## config.mk

```make
export PLATFORM = sky130hd
export DESIGN_NAME = midpoint_ellipse_rasterizer
export DESIGN_NICKNAME = d
export VERILOG_FILES = /design/src/rtl/mer_pkg.sv /design/src/rtl/mer_datapath.sv /design/src/rtl/mer_ctrl.sv /design/src/rtl/midpoint_ellipse_rasterizer.sv
export SDC_FILE = /design/constraint.sdc
export NUM_CORES = 2
export LEC_CHECK = 0
export BUFFER_PORTS_ARGS = -buffer_cell sky130_fd_sc_hd__buf_2
export CORE_ASPECT_RATIO = 0.9
export CORE_MARGIN = 3
export CORE_UTILIZATION = 35
export DETAILED_ROUTE_END_ITERATION = 6
export PLACE_DENSITY = 0.57
export SLEW_MARGIN = 40
export SYNTH_ARGS = -nofsm -noshare
export SYNTH_HDL_FRONTEND = slang
export SYNTH_HIERARCHICAL = 1
export SYNTH_SLANG_ARGS = --single-unit
export TNS_END_PERCENT = 30
```

## constraint.sdc

```tcl
create_clock -name clk -period 25.2 [get_ports clk]
set_clock_uncertainty 0.05 [all_clocks]
set_input_delay 1.26 -clock clk [delete_from_list [all_inputs] [get_ports clk]]
set_output_delay 1.26 -clock clk [all_outputs]
set_load 0.01 [all_outputs]
```

## src/rtl/mer_pkg.sv

```systemverilog
`timescale 1ns / 1ps
package mer_pkg;

  localparam int COORD_BITS  = 10;
  localparam int PIX_BITS    = COORD_BITS + 2;
  localparam int WALK_BITS   = COORD_BITS + 1;
  localparam int SQ_BITS     = 2 * COORD_BITS;
  localparam int SLOPE_BITS  = 3 * COORD_BITS + 2;
  localparam int DEC_BITS    = 4 * COORD_BITS + 8;
  localparam int MUL_A_BITS  = 2 * PIX_BITS;
  localparam int MUL_B_BITS  = SQ_BITS;
  localparam int PROD_BITS   = MUL_A_BITS + MUL_B_BITS;
  localparam int S_DATA_BITS = ((4 * COORD_BITS + 7) / 8) * 8;
  localparam int M_DATA_BITS = ((2 * PIX_BITS + 7) / 8) * 8;

  localparam logic KIND_START = 1'b0;
  localparam logic KIND_STEP  = 1'b1;

  typedef enum logic [1:0] {
    PH_IDLE,
    PH_R1,
    PH_R2,
    PH_DONE
  } walk_phase_t;

  typedef enum logic [4:0] {
    ST_READY,
    ST_MUL1,
    ST_MUL2,
    ST_MUL3,
    ST_FIN,
    ST_CHECK,
    ST_E1,
    ST_E2,
    ST_E3,
    ST_E4,
    ST_E5,
    ST_E6,
    ST_R1A,
    ST_R1B,
    ST_R2A,
    ST_R2B,
    ST_EMIT
  } ctl_state_t;

  typedef enum logic [3:0] {
    OP_NONE,
    OP_LOAD,
    OP_MUL_RXRX,
    OP_MUL_RYRY,
    OP_MUL_RX2RY,
    OP_FIN,
    OP_E1,
    OP_E2,
    OP_E3,
    OP_E4,
    OP_E5,
    OP_E6,
    OP_R1A,
    OP_R1B,
    OP_R2A,
    OP_R2B
  } dp_op_t;

  typedef struct packed {
    dp_op_t     op;
    logic       emit;
    logic [1:0] idx;
    logic       done;
  } dp_cmd_t;

  typedef struct packed {
    logic px_lt_py;
    logic wy_zero;
  } dp_status_t;

endpackage

```

## src/rtl/mer_datapath.sv

```systemverilog
`timescale 1ns / 1ps
module mer_datapath
  import mer_pkg::*;
(
  input  logic                  clk,
  input  dp_cmd_t               cmd,
  input  logic [COORD_BITS-1:0] center_x,
  input  logic [COORD_BITS-1:0] center_y,
  input  logic [COORD_BITS-1:0] radius_x,
  input  logic [COORD_BITS-1:0] radius_y,
  output dp_status_t            status,
  output logic [PIX_BITS-1:0]   pixel_x,
  output logic [PIX_BITS-1:0]   pixel_y,
  output logic                  last_of_point,
  output logic                  ellipse_done
);

  logic [COORD_BITS-1:0] ccol, crow, rad_x, rad_y;
  logic [SQ_BITS-1:0]    rx2, ry2;
  logic [WALK_BITS-1:0]  wx, wy;
  logic [SLOPE_BITS-1:0] px, py;
  logic signed [DEC_BITS-1:0] dec;
  logic [PROD_BITS-1:0]  prod;
  logic                  mv;

  logic [MUL_A_BITS-1:0] mul_a;
  logic [MUL_B_BITS-1:0] mul_b;
  logic [PIX_BITS-1:0]   tx;
  logic [WALK_BITS-1:0]  ty;
  logic [DEC_BITS-1:0]   prod4;
  logic [DEC_BITS-1:0]   step_sum;
  logic [SQ_BITS-1:0]    step_sq;
  logic [SLOPE_BITS-1:0] step_px, step_py;
  logic [SLOPE_BITS-1:0] two_rx2, two_ry2;
  logic                  dec_pos;

  assign tx      = {wx, 1'b1};
  assign ty      = wy - 1'b1;
  assign prod4   = DEC_BITS'({prod, 2'b00});
  assign two_rx2 = SLOPE_BITS'({rx2, 1'b0});
  assign two_ry2 = SLOPE_BITS'({ry2, 1'b0});
  assign dec_pos = !dec[DEC_BITS-1] && (dec != '0);

  // shared multiplier operand select
  always_comb begin
    mul_a = '0;
    mul_b = '0;
    case (cmd.op)
      OP_MUL_RXRX: begin
        mul_a = MUL_A_BITS'(rad_x);
        mul_b = MUL_B_BITS'(rad_x);
      end
      OP_MUL_RYRY: begin
        mul_a = MUL_A_BITS'(rad_y);
        mul_b = MUL_B_BITS'(rad_y);
      end
      OP_MUL_RX2RY: begin
        mul_a = MUL_A_BITS'(rad_y);
        mul_b = rx2;
      end
      OP_E1: begin
        mul_a = MUL_A_BITS'(tx);
        mul_b = MUL_B_BITS'(tx);
      end
      OP_E2: begin
        mul_a = prod[MUL_A_BITS-1:0];
        mul_b = ry2;
      end
      OP_E3: begin
        mul_a = MUL_A_BITS'(ty);
        mul_b = MUL_B_BITS'(ty);
      end
      OP_E4: begin
        mul_a = prod[MUL_A_BITS-1:0];
        mul_b = rx2;
      end
      OP_E5: begin
        mul_a = MUL_A_BITS'(rx2);
        mul_b = ry2;
      end
      default: begin
        mul_a = '0;
        mul_b = '0;
      end
    endcase
  end

  // second half of a walk step: sq + px term - py term, scaled by four
  always_comb begin
    if (cmd.op == OP_R1B) begin
      step_sq = ry2;
      step_px = px;
      step_py = mv ? py : '0;
    end else begin
      step_sq = rx2;
      step_px = mv ? '0 : px;
      step_py = py;
    end
    step_sum = DEC_BITS'(step_sq) + DEC_BITS'(step_px) - DEC_BITS'(step_py);
  end

  always_ff @(posedge clk) begin
    prod <= mul_a * mul_b;
    case (cmd.op)
      OP_LOAD: begin
        ccol  <= center_x;
        crow  <= center_y;
        rad_x <= radius_x;
        rad_y <= radius_y;
        wx    <= '0;
        wy    <= WALK_BITS'(radius_y);
        px    <= '0;
      end
      OP_MUL_RYRY:  rx2 <= prod[SQ_BITS-1:0];
      OP_MUL_RX2RY: ry2 <= prod[SQ_BITS-1:0];
      OP_FIN: begin
        py  <= SLOPE_BITS'({prod, 1'b0});
        dec <= DEC_BITS'({ry2, 2'b00}) - prod4 + DEC_BITS'(rx2);
      end
      OP_E3: dec <= DEC_BITS'(prod);
      OP_E5: dec <= dec + prod4;
      OP_E6: dec <= dec - prod4;
      OP_R1A: begin
        wx <= wx + 1'b1;
        px <= px + two_ry2;
        mv <= !dec[DEC_BITS-1];
        if (!dec[DEC_BITS-1]) begin
          wy <= wy - 1'b1;
          py <= py - two_rx2;
        end
      end
      OP_R2A: begin
        wy <= wy - 1'b1;
        py <= py - two_rx2;
        mv <= dec_pos;
        if (!dec_pos) begin
          wx <= wx + 1'b1;
          px <= px + two_ry2;
        end
      end
      OP_R1B, OP_R2B: dec <= dec + {step_sum[DEC_BITS-3:0], 2'b00};
      default: ;
    endcase
  end

  // output beat register, mirrored pixel order +x+y, -x+y, +x-y, -x-y
  always_ff @(posedge clk) begin
    if (cmd.emit) begin
      pixel_x <= cmd.idx[0] ? PIX_BITS'(ccol) - PIX_BITS'(wx)
                            : PIX_BITS'(ccol) + PIX_BITS'(wx);
      pixel_y <= cmd.idx[1] ? PIX_BITS'(crow) - PIX_BITS'(wy)
                            : PIX_BITS'(crow) + PIX_BITS'(wy);
      last_of_point <= (cmd.idx == 2'd3);
      ellipse_done  <= cmd.done;
    end
  end

  assign status.px_lt_py = (px < py);
  assign status.wy_zero  = (wy == '0);

endmodule

```

## src/rtl/mer_ctrl.sv

```systemverilog
`timescale 1ns / 1ps
module mer_ctrl
  import mer_pkg::*;
(
  input  logic       clk,
  input  logic       rst,
  input  logic       in_valid,
  input  logic       in_kind,
  output logic       in_ready,
  output logic       out_valid,
  input  logic       out_ready,
  input  dp_status_t status,
  output dp_cmd_t    cmd
);

  ctl_state_t  state, state_next;
  walk_phase_t phase, phase_next;
  logic [1:0]  idx, idx_next;
  logic        out_valid_next;
  logic        can_load;

  assign can_load = !out_valid || out_ready;

  always_ff @(posedge clk) begin
    if (rst) begin
      state     <= ST_READY;
      phase     <= PH_IDLE;
      idx       <= '0;
      out_valid <= 1'b0;
    end else begin
      state     <= state_next;
      phase     <= phase_next;
      idx       <= idx_next;
      out_valid <= out_valid_next;
    end
  end

  always_comb begin
    state_next = state;
    phase_next = phase;
    idx_next   = idx;
    case (state)
      ST_READY: begin
        if (in_valid) begin
          if (in_kind == KIND_START) begin
            state_next = ST_MUL1;
          end else if (phase == PH_R1) begin
            state_next = ST_R1A;
          end else if (phase == PH_R2) begin
            state_next = ST_R2A;
          end
        end
      end
      ST_MUL1: state_next = ST_MUL2;
      ST_MUL2: state_next = ST_MUL3;
      ST_MUL3: state_next = ST_FIN;
      ST_FIN:  state_next = ST_CHECK;
      ST_CHECK: begin
        idx_next = '0;
        if (status.px_lt_py) begin
          phase_next = PH_R1;
          state_next = ST_EMIT;
        end else if (!status.wy_zero) begin
          state_next = ST_E1;
        end else begin
          phase_next = PH_DONE;
          state_next = ST_EMIT;
        end
      end
      ST_E1: state_next = ST_E2;
      ST_E2: state_next = ST_E3;
      ST_E3: state_next = ST_E4;
      ST_E4: state_next = ST_E5;
      ST_E5: state_next = ST_E6;
      ST_E6: begin
        phase_next = PH_R2;
        state_next = ST_EMIT;
      end
      ST_R1A: state_next = ST_R1B;
      ST_R1B: state_next = ST_CHECK;
      ST_R2A: state_next = ST_R2B;
      ST_R2B: begin
        idx_next   = '0;
        state_next = ST_EMIT;
        if (status.wy_zero) begin
          phase_next = PH_DONE;
        end
      end
      ST_EMIT: begin
        if (can_load) begin
          idx_next = idx + 2'd1;
          if (idx == 2'd3) begin
            state_next = ST_READY;
          end
        end
      end
      default: state_next = ST_READY;
    endcase
  end

  always_comb begin
    cmd.op   = OP_NONE;
    cmd.emit = 1'b0;
    cmd.idx  = idx;
    cmd.done = (phase == PH_DONE) && (idx == 2'd3);
    in_ready = 1'b0;
    case (state)
      ST_READY: begin
        in_ready = 1'b1;
        if (in_valid && in_kind == KIND_START) begin
          cmd.op = OP_LOAD;
        end
      end
      ST_MUL1: cmd.op = OP_MUL_RXRX;
      ST_MUL2: cmd.op = OP_MUL_RYRY;
      ST_MUL3: cmd.op = OP_MUL_RX2RY;
      ST_FIN:  cmd.op = OP_FIN;
      ST_E1:   cmd.op = OP_E1;
      ST_E2:   cmd.op = OP_E2;
      ST_E3:   cmd.op = OP_E3;
      ST_E4:   cmd.op = OP_E4;
      ST_E5:   cmd.op = OP_E5;
      ST_E6:   cmd.op = OP_E6;
      ST_R1A:  cmd.op = OP_R1A;
      ST_R1B:  cmd.op = OP_R1B;
      ST_R2A:  cmd.op = OP_R2A;
      ST_R2B:  cmd.op = OP_R2B;
      ST_EMIT: cmd.emit = can_load;
      default: cmd.op = OP_NONE;
    endcase
  end

  always_comb begin
    if (cmd.emit) begin
      out_valid_next = 1'b1;
    end else if (out_ready) begin
      out_valid_next = 1'b0;
    end else begin
      out_valid_next = out_valid;
    end
  end

endmodule

```

## src/rtl/midpoint_ellipse_rasterizer.sv

```systemverilog
`timescale 1ns / 1ps
// channel   dir  tdata (low bit up)                          tuser   tlast
// s_axis    in   center_x, center_y, radius_x, radius_y      kind    -
// m_axis    out  pixel_x, pixel_y (two's complement)         done    last_of_point
//
// Region 1 step: update states R1A and R1B and a check, then 4 pixel beats.
// Region 2 step: update states R2A and R2B, then 4 beats. Start: setup states
// MUL1 to MUL3 on the shared 24x20 multiplier, FIN and CHECK, plus 4 beats;
// region 2 entry adds states E1 to E6. A step with no walk running is dropped.
// rst is synchronous; s_axis_tready drops until all four beats are registered.
module midpoint_ellipse_rasterizer
  import mer_pkg::*;
(
  input  logic                   clk,
  input  logic                   rst,
  input  logic                   s_axis_tvalid,
  output logic                   s_axis_tready,
  input  logic [S_DATA_BITS-1:0] s_axis_tdata,  // center_x, center_y, radius_x, radius_y
  input  logic                   s_axis_tuser,  // kind
  output logic                   m_axis_tvalid,
  input  logic                   m_axis_tready,
  output logic [M_DATA_BITS-1:0] m_axis_tdata,  // pixel_x, pixel_y
  output logic                   m_axis_tuser,  // ellipse_done
  output logic                   m_axis_tlast   // last_of_point
);

  dp_cmd_t             cmd;
  dp_status_t          status;
  logic [PIX_BITS-1:0] pixel_x, pixel_y;

  mer_ctrl u_ctrl (
    .clk       (clk),
    .rst       (rst),
    .in_valid  (s_axis_tvalid),
    .in_kind   (s_axis_tuser),
    .in_ready  (s_axis_tready),
    .out_valid (m_axis_tvalid),
    .out_ready (m_axis_tready),
    .status    (status),
    .cmd       (cmd)
  );

  mer_datapath u_datapath (
    .clk           (clk),
    .cmd           (cmd),
    .center_x      (s_axis_tdata[COORD_BITS-1:0]),
    .center_y      (s_axis_tdata[2*COORD_BITS-1:COORD_BITS]),
    .radius_x      (s_axis_tdata[3*COORD_BITS-1:2*COORD_BITS]),
    .radius_y      (s_axis_tdata[4*COORD_BITS-1:3*COORD_BITS]),
    .status        (status),
    .pixel_x       (pixel_x),
    .pixel_y       (pixel_y),
    .last_of_point (m_axis_tlast),
    .ellipse_done  (m_axis_tuser)
  );

  assign m_axis_tdata = M_DATA_BITS'({pixel_y, pixel_x});

endmodule
```

==> out/summary.txt <==
status = finished, final reports clean
post-CTS setup buffer count = 0
Synth Register Bits = 293
final worst path period need = 10.92 ns
DP Wirelength = 103000 µm
Worst VDD drop = 0.0000812 V
slew at the pin closest to its max-slew limit = 0.892 ns
Area growth syn-to-layout = 8.56%
via count = 33885
Post-synth EDFFs = 239
R2R Setup Slk = 14.35 ns
Post-Synth XOR/XNOR Area = 6.09%
Async SR Flop Fraction = 0%
ANT cells = 0
adder-cell share of the synthesized area = 32.4%
chip width = 364 µm
post-synth top area share = 20.8%
routability cong. = 0.949
clock latency on the worst-skew pair = 0.60 ns
die height = 328 µm
nets = 5495
DR pass1 iterations = 6
CP peak stage delay = 0.58 ns
Startpoint Class = input pin
Crit Path Class = input pin to flop
Hold WS = 0.509 ns
RSZ-0062 raised after global routing = no
core area = 114000 µm²
Tcrit/Tclk final = 43.3%
Worst R2R Path Depth = 34
IO Count = 73
main area contributors after synthesis = fa_1, edfxtp_1, ha_1, inv_1, nand2_1
mux cell area share after synthesis = 0.682%
syn avg cell area = 8.66 µm²
First DRT Iteration DRCs = 3332
Synth Flop Type = edfxtp_1
Initial Util = 35.5%
initial antenna violation count = 2
pin count of the biggest net entering global routing = 83
Setup crit start = s_axis_tuser
All-Layer GR Usage = 21.8%
post-CTS sizing = 0
RR Endpoint = u_datapath/prod[42]$_DFF_P_
Mapped Nets = 5503
sequential area share after synthesis = 20.5%
CP top delay family = compound AO/OA/AOI/OAI gates
MaxCap Viol Count = 0
DRC = 0
Synth Cell Area = 40400 µm²
H-tree depth = 2
placed cells = 6100
Buffers on Ports = 72
Reg clk slew, reported paths = 0.06 ns
HP Class = flop to flop
leak pwr = 20.0 nW
Synth Area in Compound Gates = 15.9%
Slew headroom = 40.5%
die area = 119000 µm²
Final Max Tran Viols = 0
Syn. warnings = 6
Non-Filler Instances = 6172
hold_sp = u_ctrl/phase[0]$_SDFFE_PP0P_
WL per Instance = 21.1 µm
Req. time, crit path = 25.66 ns
Via density = 5.49
Final Hold Fails = 0
Syn Inst Count = 4663
first-pass GRT wire length = 201000 µm
ANT nets after route = 0
Crit path arrival time = 11.38 ns
Finish-stage setup viols = 0
Detailed Route WL = 130000 µm
Clock Sinks = 293
share of post-route cells with drive strength above 1 = 6.57%
largest family of logic cells by synthesized area = adder cells
gr ovfl total = 0
CTS tree = done
Crit path top cell by count = fa_1
CTS Buf Count = 40
Site Rows = 117
setup TNS = 0 ns
CTS root buf = clkbuf_16
number of global-route vias before repair = 33829
Power Density = 121 nW/µm²
CP max FO = 31
crit path buf inv count = 6
Critical Path Sink Type = flop
hold-fix buffers at CTS = 0
CTS Buffer Depth = 3
fmax = 0.0916 GHz
Worst Hold Depth = 1
FF-to-FF Start = u_ctrl/state[3]$_SDFFE_PP0P_
WHS Endpoint = u_ctrl/phase[0]$_SDFFE_PP0P_
slowest CP cell = fa_1
post-synthesis simple-gate area fraction = 16.5%
largest area contributor in the netlist = fa_1
Synth cell types = 94
==> logic make-up (layout without fill, tap and decap cells) <==
| kind of cell | after synthesis | count (layout) |
|---|---|---|
| muxes | 25 | 25 |
| buffers and inverters | 842 | 864 |
| AOI/OAI and AO/OA | 986 | 986 |
| xor gates and xnor gates | 279 | 279 |
| DFF | 293 | 293 |
| and+or+nand+nor | 1443 | 1443 |
| adders and majority gates | 795 | 795 |
==> worst max path at each step <==
stage / to / slack (ns) / depth (start not counted)
floorplan: u_datapath/prod[42]$_DFF_P_ / 14.30 / 36
global placement: u_datapath/prod[42]$_DFF_P_ / 13.58 / 32
detailed placement: u_datapath/prod[42]$_DFF_P_ / 13.73 / 34
CTS: u_datapath/prod[42]$_DFF_P_ / 14.33 / 34
global route: u_datapath/prod[42]$_DFF_P_ / 13.81 / 36
finish: u_datapath/prod[42]$_DFF_P_ / 14.28 / 34
==> layout make-up <==
| cell class | count | area, µm² |
|---|---|---|
| multi-input cells | 3528 | 29100 |
| well taps | 1487 | 1860 |
| fillers | 11526 | 69900 |
| clock inverters | 19 | 178 |
| inverters | 636 | 2390 |
| clock buffers | 53 | 1080 |
| flip-flops and latches | 293 | 8260 |
| repair buffers | 156 | 995 |
==> per-layer routing <==
layer,wire length (µm),GRT usage [%]
met4,1830,3.55
met3,14800,6.51
met1,60500,32.1
met5,32,0
met2,53300,31.7
==> flip-flops by register name, indices dropped and copies added (netlist names), 2 cells and up <==
register / cells
u_ctrl/idx: 2
u_ctrl/phase: 2
u_ctrl/state: 5
u_datapath/ccol: 10
u_datapath/crow: 10
u_datapath/dec: 48
u_datapath/pixel_x: 12
u_datapath/pixel_y: 12
u_datapath/prod: 44
u_datapath/px: 31
u_datapath/py: 31
u_datapath/rad_x: 10
u_datapath/rad_y: 10
u_datapath/rx2: 20
u_datapath/ry2: 20
u_datapath/wx: 11
u_datapath/wy: 11
==> placed cells by master (no fill, tap or decap), types with 44 or more instances in the layout <==
cell type,n
nor2_1,425
o21ai_0,243
nand2b_1,57
buf_2,72
xnor2_1,166
nand2_1,519
buf_4,83
and2_1,60
nor3_1,62
xor2_1,112
ha_1,375
a21oi_1,214
nand3_1,70
a21o_1,107
a22oi_1,63
fa_1,420
dfxtp_1,54
edfxtp_1,239
nor2b_1,44
inv_1,634
==> cells in the mapped netlist, drive strengths merged (16+ instances only) <==
| cell | number |
|---|---|
| o21ai | 257 |
| a21boi | 17 |
| nand2 | 522 |
| a21o | 108 |
| o211ai | 18 |
| o21bai | 21 |
| o31ai | 16 |
| nand3 | 70 |
| or3 | 21 |
| a211o | 23 |
| o221ai | 20 |
| nand4 | 33 |
| and3 | 35 |
| mux2 | 20 |
| dfxtp | 54 |
| ha | 375 |
| a22oi | 64 |
| a211oi | 47 |
| o21a | 32 |
| buf | 26 |
| nor2 | 431 |
| fa | 420 |
| nor4 | 39 |
| edfxtp | 239 |
| a31oi | 36 |
| a21oi | 218 |
| inv | 635 |
| and2 | 62 |
| xor2 | 112 |
| nor2b | 46 |
| clkbuf | 180 |
| a22o | 31 |
| xnor2 | 166 |
| nor3 | 70 |
| nand2b | 58 |
==> power breakdown <==
| group | internal (mW) | switching (mW) |
|---|---|---|
| clock | 0.315 | 0.243 |
| combinational | 1.36 | 2.40 |
| sequential | 0.793 | 0.197 |
==> per-stage QoR <==
stage	power, mW	setup WS, ns	area, µm²	utilization, %
final	5.31	14.28	43800	38.5
after global routing	5.76	13.81	43800	38.5
after CTS	5.26	14.33	43800	38.5
after detailed placement	4.66	13.73	42600	37.4
after global placement	4.62	13.58	42500	37.4
after floorplan	3.56	14.30	40400	-
No activity file was read; power rests on OpenSTA's default activity.
